**src/pimrwd_pkg.sv**
```systemverilog
// Package for the PIM register-file write deserializer.
// Holds field widths, configuration register codes and the item structs.
// No dependencies.
package pimrwd_pkg;

    localparam int BEAT_BITS          = 16;
    localparam int ROW_WIDTH          = 14;
    localparam int IDX_W              = ROW_WIDTH - 1;
    localparam int WORD_W             = 64;
    localparam int BEATS_PER_WORD_DEF = 4;
    localparam int CFG_IDX_W          = 2;

    // Configuration register indexes
    localparam logic [CFG_IDX_W-1:0] CFG_PIM_ENABLE  = 2'd0;
    localparam logic [CFG_IDX_W-1:0] CFG_CRF_INDEX   = 2'd1;
    localparam logic [CFG_IDX_W-1:0] CFG_GRF_A_INDEX = 2'd2;
    localparam logic [CFG_IDX_W-1:0] CFG_GRF_B_INDEX = 2'd3;

    localparam logic [IDX_W-1:0] CRF_INDEX_RST   = 13'd0;
    localparam logic [IDX_W-1:0] GRF_A_INDEX_RST = 13'd3;
    localparam logic [IDX_W-1:0] GRF_B_INDEX_RST = 13'd4;

    typedef struct packed {
        logic             pim_enable;
        logic [IDX_W-1:0] crf_index;
        logic [IDX_W-1:0] grf_a_index;
        logic [IDX_W-1:0] grf_b_index;
    } cfg_t;

    typedef struct packed {
        logic [ROW_WIDTH-1:0] row_address;
        logic                 read_strobe;
        logic                 write_strobe;
        logic [BEAT_BITS-1:0] dq_beat;
    } in_item_t;

    typedef struct packed {
        logic              decode_enable;
        logic              file_access;
        logic [WORD_W-1:0] file_word;
    } out_item_t;

endpackage

```
**src/pimrwd_cfg_regs.sv**
```systemverilog
// Configuration registers of the PIM register-file write deserializer.
// Depends on pimrwd_pkg for register codes, reset values and cfg_t.
module pimrwd_cfg_regs
    import pimrwd_pkg::*;
(
    input  logic                 clk,
    input  logic                 rst_n,
    input  logic                 cfg_valid,
    output logic                 cfg_ready,
    input  logic [CFG_IDX_W-1:0] cfg_index,
    input  logic [IDX_W-1:0]     cfg_data,
    output cfg_t                 cfg
);

    cfg_t cfg_reg;
    cfg_t cfg_next;

    assign cfg_ready = 1'b1;
    assign cfg       = cfg_reg;

    always_comb
    begin
        cfg_next = cfg_reg;
        if (cfg_valid)
        begin
            case (cfg_index)
                CFG_PIM_ENABLE:  cfg_next.pim_enable  = cfg_data[0];
                CFG_CRF_INDEX:   cfg_next.crf_index   = cfg_data;
                CFG_GRF_A_INDEX: cfg_next.grf_a_index = cfg_data;
                CFG_GRF_B_INDEX: cfg_next.grf_b_index = cfg_data;
                default:         cfg_next = cfg_reg;
            endcase
        end
    end

    always_ff @(posedge clk or negedge rst_n)
    begin
        if (!rst_n)
        begin
            cfg_reg.pim_enable  <= 1'b0;
            cfg_reg.crf_index   <= CRF_INDEX_RST;
            cfg_reg.grf_a_index <= GRF_A_INDEX_RST;
            cfg_reg.grf_b_index <= GRF_B_INDEX_RST;
        end
        else
        begin
            cfg_reg <= cfg_next;
        end
    end

endmodule

```
**src/pimrwd_in_reg.sv**
```systemverilog
// Input register of the PIM register-file write deserializer.
// Holds one accepted word until the gather stage takes it. Depends on pimrwd_pkg.
module pimrwd_in_reg
    import pimrwd_pkg::*;
(
    input  logic     clk,
    input  logic     rst_n,
    input  logic     in_valid,
    output logic     in_ready,
    input  in_item_t in_item,
    output logic     item_valid,
    input  logic     item_take,
    output in_item_t item
);

    logic     valid_reg;
    logic     valid_next;
    in_item_t item_reg;

    // Refill in the same cycle the held word moves on
    assign in_ready   = !valid_reg || item_take;
    assign valid_next = (in_valid && in_ready) || (valid_reg && !item_take);
    assign item_valid = valid_reg;
    assign item       = item_reg;

    always_ff @(posedge clk or negedge rst_n)
    begin
        if (!rst_n)
        begin
            valid_reg <= 1'b0;
        end
        else
        begin
            valid_reg <= valid_next;
        end
    end

    always_ff @(posedge clk)
    begin
        if (in_valid && in_ready)
        begin
            item_reg <= in_item;
        end
    end

endmodule

```
**src/pimrwd_gather.sv**
```systemverilog
// Beat gather stage and result register of the PIM register-file write deserializer.
// Keeps the CRF and GRF gather state. Depends on pimrwd_pkg.
module pimrwd_gather
    import pimrwd_pkg::*;
#(
    parameter int BEATS_PER_WORD = BEATS_PER_WORD_DEF
)
(
    input  logic      clk,
    input  logic      rst_n,
    input  cfg_t      cfg,
    input  logic      item_valid,
    output logic      item_take,
    input  in_item_t  item,
    output logic      out_valid,
    input  logic      out_ready,
    output out_item_t out_item
);

    localparam int CNT_W  = $clog2(BEATS_PER_WORD);
    localparam int GBUF_W = (BEATS_PER_WORD - 1) * BEAT_BITS;
    localparam int FULL_W = BEATS_PER_WORD * BEAT_BITS;
    localparam logic [CNT_W-1:0] LAST_CNT = CNT_W'(BEATS_PER_WORD - 1);

    logic [CNT_W-1:0]     cnt_reg;
    logic [CNT_W-1:0]     cnt_next;
    logic [GBUF_W-1:0]    gbuf_reg;
    logic [GBUF_W-1:0]    gbuf_next;
    logic                 cpend_reg;
    logic                 cpend_next;
    logic [BEAT_BITS-1:0] cbuf_reg;
    logic [BEAT_BITS-1:0] cbuf_next;
    logic                 out_valid_reg;
    out_item_t            out_reg;
    out_item_t            out_next;

    logic                     rmsb;
    logic [IDX_W-1:0]         rlsb;
    logic                     wr_only;
    logic [FULL_W+WORD_W-1:0] full_ext;

    assign rmsb      = item.row_address[ROW_WIDTH-1];
    assign rlsb      = item.row_address[ROW_WIDTH-2:0];
    assign wr_only   = item.write_strobe && !item.read_strobe;
    assign full_ext  = {{WORD_W{1'b0}}, item.dq_beat, gbuf_reg};
    assign item_take = item_valid && (!out_valid_reg || out_ready);
    assign out_valid = out_valid_reg;
    assign out_item  = out_reg;

    always_comb
    begin
        out_next   = '0;
        cnt_next   = cnt_reg;
        gbuf_next  = gbuf_reg;
        cpend_next = cpend_reg;
        cbuf_next  = cbuf_reg;
        if (cfg.pim_enable)
        begin
            if (!rmsb)
            begin
                // Normal row: decode, drop any GRF burst
                out_next.decode_enable = item.read_strobe || item.write_strobe;
                cnt_next               = '0;
            end
            else if (cnt_reg == '0 && !cpend_reg)
            begin
                if (rlsb <= cfg.grf_b_index)
                begin
                    if (rlsb == cfg.crf_index && wr_only)
                    begin
                        cpend_next = 1'b1;
                        cbuf_next  = item.dq_beat;
                    end
                    else if (rlsb < cfg.grf_a_index)
                    begin
                        out_next.file_word   = WORD_W'(item.dq_beat);
                        out_next.file_access = wr_only;
                    end
                    else if (wr_only)
                    begin
                        cnt_next                   = CNT_W'(1);
                        gbuf_next[BEAT_BITS-1:0]   = item.dq_beat;
                    end
                end
            end
            else if (cpend_reg)
            begin
                cpend_next           = 1'b0;
                out_next.file_word   = WORD_W'({item.dq_beat, cbuf_reg});
                out_next.file_access = 1'b1;
            end
            else if (cnt_reg < LAST_CNT)
            begin
                gbuf_next[cnt_reg*BEAT_BITS +: BEAT_BITS] = item.dq_beat;
                cnt_next = cnt_reg + 1'b1;
            end
            else
            begin
                cnt_next             = '0;
                out_next.file_word   = full_ext[WORD_W-1:0];
                out_next.file_access = 1'b1;
            end
        end
    end

    always_ff @(posedge clk or negedge rst_n)
    begin
        if (!rst_n)
        begin
            cnt_reg       <= '0;
            cpend_reg     <= 1'b0;
            out_valid_reg <= 1'b0;
        end
        else
        begin
            if (item_take)
            begin
                cnt_reg   <= cnt_next;
                cpend_reg <= cpend_next;
            end
            out_valid_reg <= item_take || (out_valid_reg && !out_ready);
        end
    end

    always_ff @(posedge clk)
    begin
        if (item_take)
        begin
            gbuf_reg <= gbuf_next;
            cbuf_reg <= cbuf_next;
            out_reg  <= out_next;
        end
    end

endmodule

```
**src/pim_register_write_deserializer.sv**
```systemverilog
// Top level of the PIM register-file write deserializer.
// Instantiates pimrwd_cfg_regs, pimrwd_in_reg and pimrwd_gather; uses pimrwd_pkg.
//
//   channel | direction | handshake          | payload
//   --------+-----------+--------------------+------------------------------------
//   s_*     | in        | s_tvalid/s_tready  | tdata: row_address, dq_beat; tuser: strobes
//   m_*     | out       | m_tvalid/m_tready  | tdata: file_word; tuser: decode, access
//   cfg_*   | in        | cfg_valid/cfg_ready| cfg_index, cfg_data
//
// One word is accepted every cycle while s_tready is high; its result reaches m_* through
// the input register, then the gather logic into the result register.
// The gather state sits next to the result register, so each beat sees the state left
// by the one before it. rst_n clears all control state and the config registers.
// A stall on m_tready holds the result and fills the input register, then s_tready drops.
module pim_register_write_deserializer
    import pimrwd_pkg::*;
#(
    parameter int BEATS_PER_WORD = BEATS_PER_WORD_DEF
)
(
    input  logic                 clk,
    input  logic                 rst_n,
    input  logic                 s_tvalid,
    output logic                 s_tready,
    input  logic [31:0]          s_tdata,   // [13:0] row_address, [29:14] dq_beat, rest zero
    input  logic [1:0]           s_tuser,   // [0] read_strobe, [1] write_strobe
    output logic                 m_tvalid,
    input  logic                 m_tready,
    output logic [WORD_W-1:0]    m_tdata,   // [63:0] file_word
    output logic [1:0]           m_tuser,   // [0] decode_enable, [1] file_access
    input  logic                 cfg_valid,
    output logic                 cfg_ready,
    input  logic [CFG_IDX_W-1:0] cfg_index,
    input  logic [IDX_W-1:0]     cfg_data
);

    cfg_t      cfg;
    in_item_t  s_item;
    in_item_t  item;
    logic      item_valid;
    logic      item_take;
    out_item_t m_item;

    assign s_item.row_address  = s_tdata[ROW_WIDTH-1:0];
    assign s_item.dq_beat      = s_tdata[ROW_WIDTH+BEAT_BITS-1:ROW_WIDTH];
    assign s_item.read_strobe  = s_tuser[0];
    assign s_item.write_strobe = s_tuser[1];

    assign m_tdata    = m_item.file_word;
    assign m_tuser[0] = m_item.decode_enable;
    assign m_tuser[1] = m_item.file_access;

    pimrwd_cfg_regs u_cfg (
        .clk       (clk),
        .rst_n     (rst_n),
        .cfg_valid (cfg_valid),
        .cfg_ready (cfg_ready),
        .cfg_index (cfg_index),
        .cfg_data  (cfg_data),
        .cfg       (cfg)
    );

    pimrwd_in_reg u_in (
        .clk        (clk),
        .rst_n      (rst_n),
        .in_valid   (s_tvalid),
        .in_ready   (s_tready),
        .in_item    (s_item),
        .item_valid (item_valid),
        .item_take  (item_take),
        .item       (item)
    );

    pimrwd_gather #(
        .BEATS_PER_WORD (BEATS_PER_WORD)
    ) u_gather (
        .clk        (clk),
        .rst_n      (rst_n),
        .cfg        (cfg),
        .item_valid (item_valid),
        .item_take  (item_take),
        .item       (item),
        .out_valid  (m_tvalid),
        .out_ready  (m_tready),
        .out_item   (m_item)
    );

endmodule

```
**config.mk**
```make
export PLATFORM = sky130hd
export DESIGN_NAME = pim_register_write_deserializer
export DESIGN_NICKNAME = d
export VERILOG_FILES = /design/src/pimrwd_pkg.sv /design/src/pimrwd_cfg_regs.sv /design/src/pimrwd_in_reg.sv /design/src/pimrwd_gather.sv /design/src/pim_register_write_deserializer.sv
export SDC_FILE = /design/constraint.sdc
export NUM_CORES = 1
export LEC_CHECK = 0
export ABC_AREA = 1
export BUFFER_PORTS_ARGS = -buffer_cell sky130_fd_sc_hd__buf_2
export CAP_MARGIN = 0
export CORE_ASPECT_RATIO = 0.8
export CORE_MARGIN = 4
export CORE_UTILIZATION = 60
export CTS_BUF_LIST = sky130_fd_sc_hd__clkbuf_8
export CTS_CLUSTER_SIZE = 20
export DETAILED_ROUTE_END_ITERATION = 8
export PLACE_DENSITY = 0.83
export RECOVER_POWER = 100
export SKIP_LAST_GASP = 1
export SLEW_MARGIN = 20
export SYNTH_ARGS = -nofsm -noshare
export SYNTH_HDL_FRONTEND = slang
export SYNTH_SLANG_ARGS = --single-unit
export TNS_END_PERCENT = 5
```
**constraint.sdc**
```tcl
create_clock -name clk -period 4.5 [get_ports clk]
set_input_delay 0.45 -clock clk [delete_from_list [all_inputs] [get_ports clk]]
set_output_delay 0.45 -clock clk [all_outputs]
set_load 0.1 [all_outputs]
```
==> flow_summary.json <==
{
  "final_max_slew_viol_count": 113,
  "setup_tns_ns": 0,
  "critPathMaxStageDelay_ns": 0.74,
  "synth_fp_nets": 927,
  "ant_nets": 0,
  "root_buffer": "clkbuf_8",
  "timing.final.ws_setup_ns": 1.02,
  "hold_class": "in2reg",
  "vdd_drop_max_mv": 0.295,
  "die-area_um2": 17100,
  "yosysTopAreaCellShare": 0.539,
  "endpoint": "u_gather.cbuf_reg[0]$_DFFE_PP_",
  "drv_cap": 3,
  "routed_wl_mm": 19.4,
  "status": "finished with violations",
  "violations": "capacitance limit, slew limit",
  "synth_top_cell_by_area": "edfxtp_1",
  "rsz0062_at_grt": "false",
  "yosysSeqAreaShare": 0.664,
  "clock_tree.buffer_depth": 3,
  "timing.rr.end": "u_gather.cbuf_reg[0]$_DFFE_PP_",
  "die_w_um": 145,
  "crit_chain": "inv_1, ha_1, inv_1, nor2_1, nand3_1, nor4_1, clkbuf_1",
  "clock_skew_ns": 0.0320,
  "r2r_slack_ns": 1.02,
  "crit_buf_inv": 3,
  "syn_area_per_cell_um2": 10.7,
  "antenna_cells": 0,
  "antenna_found_initial": 0,
  "synth_area_leaders": "edfxtp_1, dfrtp_1, nand2_1",
  "crit_slowest_cell": "clkbuf_1",
  "htree_levels": 1,
  "worst_path_most_repeated_cell": "inv_1",
  "start_util": 0.623,
  "layout.nets": 1062,
  "preCtsSetupSlack_ns": 1.73,
  "finalPower_mw": 4.68,
  "drtPass1Iterations": 6,
  "ff2ff_path_depth": 7,
  "clkTransAtPathRegs_ns": 0.06,
  "cts_setup_buffers": 0,
  "fin_util": 0.709,
  "ios": 123,
  "post_dp_cell_area_um2": 9800,
  "syn2layout_area_growth_pct": 13.9,
  "worst_ep_required_time_ns": 4.66,
  "critPathCaptureType": "flip-flop",
  "finalSetupViolations": 0,
  "r2r_start": "u_gather.cnt_reg[0]$_DFFE_PN0P_",
  "layout_min_cycle_time_ns": 3.48,
  "tightestPinTransition_ns": 2.52,
  "design_area_um2": 10300,
  "grt_pass1_wl_mm": 31.5,
  "path_class": "reg2reg",
  "syn-cell-area_um2": 9020,
  "die_h_um": 118,
  "gp_congestion": 0.864,
  "maxSlewHeadroom": -0.682,
  "cts_hold_buf": 0,
  "drive_above_1_share": 0.111,
  "grt_max_degree": 46,
  "cts_buffers": 31,
  "powerDensity_nw_per_um2": 455,
  "startpoint": "u_gather.cnt_reg[0]$_DFFE_PN0P_",
  "worstHoldPathCells": 1,
  "overflow": 0,
  "ys_warn_count": 0,
  "vias_per_cell": 5.30,
  "worst_ep_arrival_time_ns": 3.63,
  "drt-wirelength-per-cell_um": 16.3,
  "hold_violations": 0,
  "core-area_um2": 14500,
  "grt_usage": 0.228,
  "row_count": 39,
  "cts_resized": 0,
  "dp_hpwl_mm": 12.7,
  "synth_seq_cells": 207,
  "num_vias": 6299,
  "largest_reg_flops": 66,
  "cp_max_fo": 34,
  "worst-path-stages": 7,
  "numPortBuffers": 119,
  "drc": 0,
  "drt_iter0_drc": 587,
  "yosysUniqueCellTypes": 30,
  "cts_tree": "done",
  "crit_family": "buffers and inverters",
  "p_leak_nw": 4.19,
  "startpoint_type": "flip-flop",
  "fmax_mhz": 288,
  "post-route-period-util": 0.772,
  "cts_sinks": 207,
  "first_global_vias": 6133,
  "clkLatencyLatePin_ns": 0.56,
  "syn_inst": 844
}
==> how the worst min path moves through the flow <==
| stage | from | end |
|---|---|---|
| 4_1_cts | s_tdata[3] | u_in.item[21]$_DFFE_PP_ |
| 6_report | s_tdata[25] | u_in.item[11]$_DFFE_PP_ |
| 5_1_grt | s_tdata[24] | u_in.item[10]$_DFFE_PP_ |
| 2_1_floorplan | rst_n | u_cfg.cfg[0]$_DFFE_PN0P_ |
| 3_5_place_dp | u_cfg.cfg[15]$_DFFE_PN0P_ | u_cfg.cfg[15]$_DFFE_PN0P_ |
| 3_3_place_gp | u_cfg.cfg[25]$_DFFE_PN0P_ | u_cfg.cfg[25]$_DFFE_PN0P_ |
==> final cells by class <==
type | count | area, µm²
Clock buffer | 31 | 427
Clock inverter | 27 | 213
Fill cell | 1084 | 4210
Inverter | 127 | 477
Multi-Input combinational cell | 483 | 2370
Sequential cell | 207 | 5990
Tap cell | 184 | 230
Timing Repair Buffer | 129 | 563
==> per-stage QoR <==
| step | hold WS, ns | cells |
|---|---|---|
| final | 0.0647 | 1188 |
| after global routing | 0.0322 | 1188 |
| after CTS | 0.0389 | 1187 |
| after detailed placement | 0.473 | 1129 |
| after global placement | 0.467 | 1129 |
| after floorplan | 0.154 | 844 |
==> per-layer routing <==
| metal | wire, µm | vias up | track usage |
|---|---|---|---|
| met2 | 8520 | 297 | 0.343 |
| met4 | 423 | 0 | 0.0664 |
| met1 | 8570 | 2920 | 0.343 |
| met3 | 1860 | 44 | 0.0450 |
| li1 | - | 3038 | - |
| met5 | 0 | - | 0 |
==> placed cells by master, fill, tap and decap left out <==
master	synthesis	routed
a21oi_1	29	37
nor3_1	3	3
conb_1	1	1
nand2_1	193	194
bufinv_16	0	4
nor2_1	113	114
a32oi_1	16	16
buf_4	1	5
inv_2	2	1
nand2_2	12	12
and2_1	1	1
clkinv_2	0	2
nor2_2	5	4
a21oi_2	12	4
nor3b_1	2	2
nand4_1	3	3
dfrtp_1	42	42
nor4_1	1	1
dlygate4sd3_1	0	1
o21ai_0	44	44
clkbuf_1	22	80
nor2_8	1	1
a211oi_1	1	1
dfstp_2	3	3
clkinvlp_4	0	1
o211ai_1	1	1
nand3_1	15	15
clkinv_1	0	10
inv_1	125	136
buf_2	1	43
edfxtp_1	162	162
ha_1	29	29
clkbuf_8	0	31
==> power by group <==
part	switching [mW]	total (mW)	internal (mW)
clock	0.690	1.56	0.872
sequential	0.0797	2.29	2.21
combinational	0.664	0.831	0.167
==> logic make-up after synthesis <==
kind of cell             count (synthesis)  synth area share
AND/OR/NAND/NOR                        350             0.158
AO/OA/AOI/OAI                          103            0.0693
flip-flops                             207             0.664
buffers and inverters                  154            0.0681
other                                    1          0.000416
adder cells (fa/ha/maj)                 29            0.0402
==> cells in the mapped netlist (all sizes together) <==
| library cell | n |
|---|---|
| nand3 | 15 |
| nand2 | 206 |
| dfstp | 3 |
| clkbuf | 22 |
| ha | 29 |
| a32oi | 16 |
| a211oi | 1 |
| conb | 1 |
| a21oi | 41 |
| o211ai | 1 |
| inv | 127 |
| dfrtp | 42 |
| o21ai | 44 |
| nand4 | 3 |
| nor2 | 119 |
| nor3b | 2 |
| nor3 | 3 |
| buf | 5 |
| and2 | 1 |
| nor4 | 1 |
| edfxtp | 162 |
==> worst register-to-register path: stages, from the launching register on <==
cell and delay [ns]:
dfrtp_1 0.45, inv_1 0.14, ha_1 0.21, inv_1 0.51, nor2_1 0.56, nand3_1 0.21, nor4_1 0.27, clkbuf_1 0.74
Power figures use the tool's default switching activity.
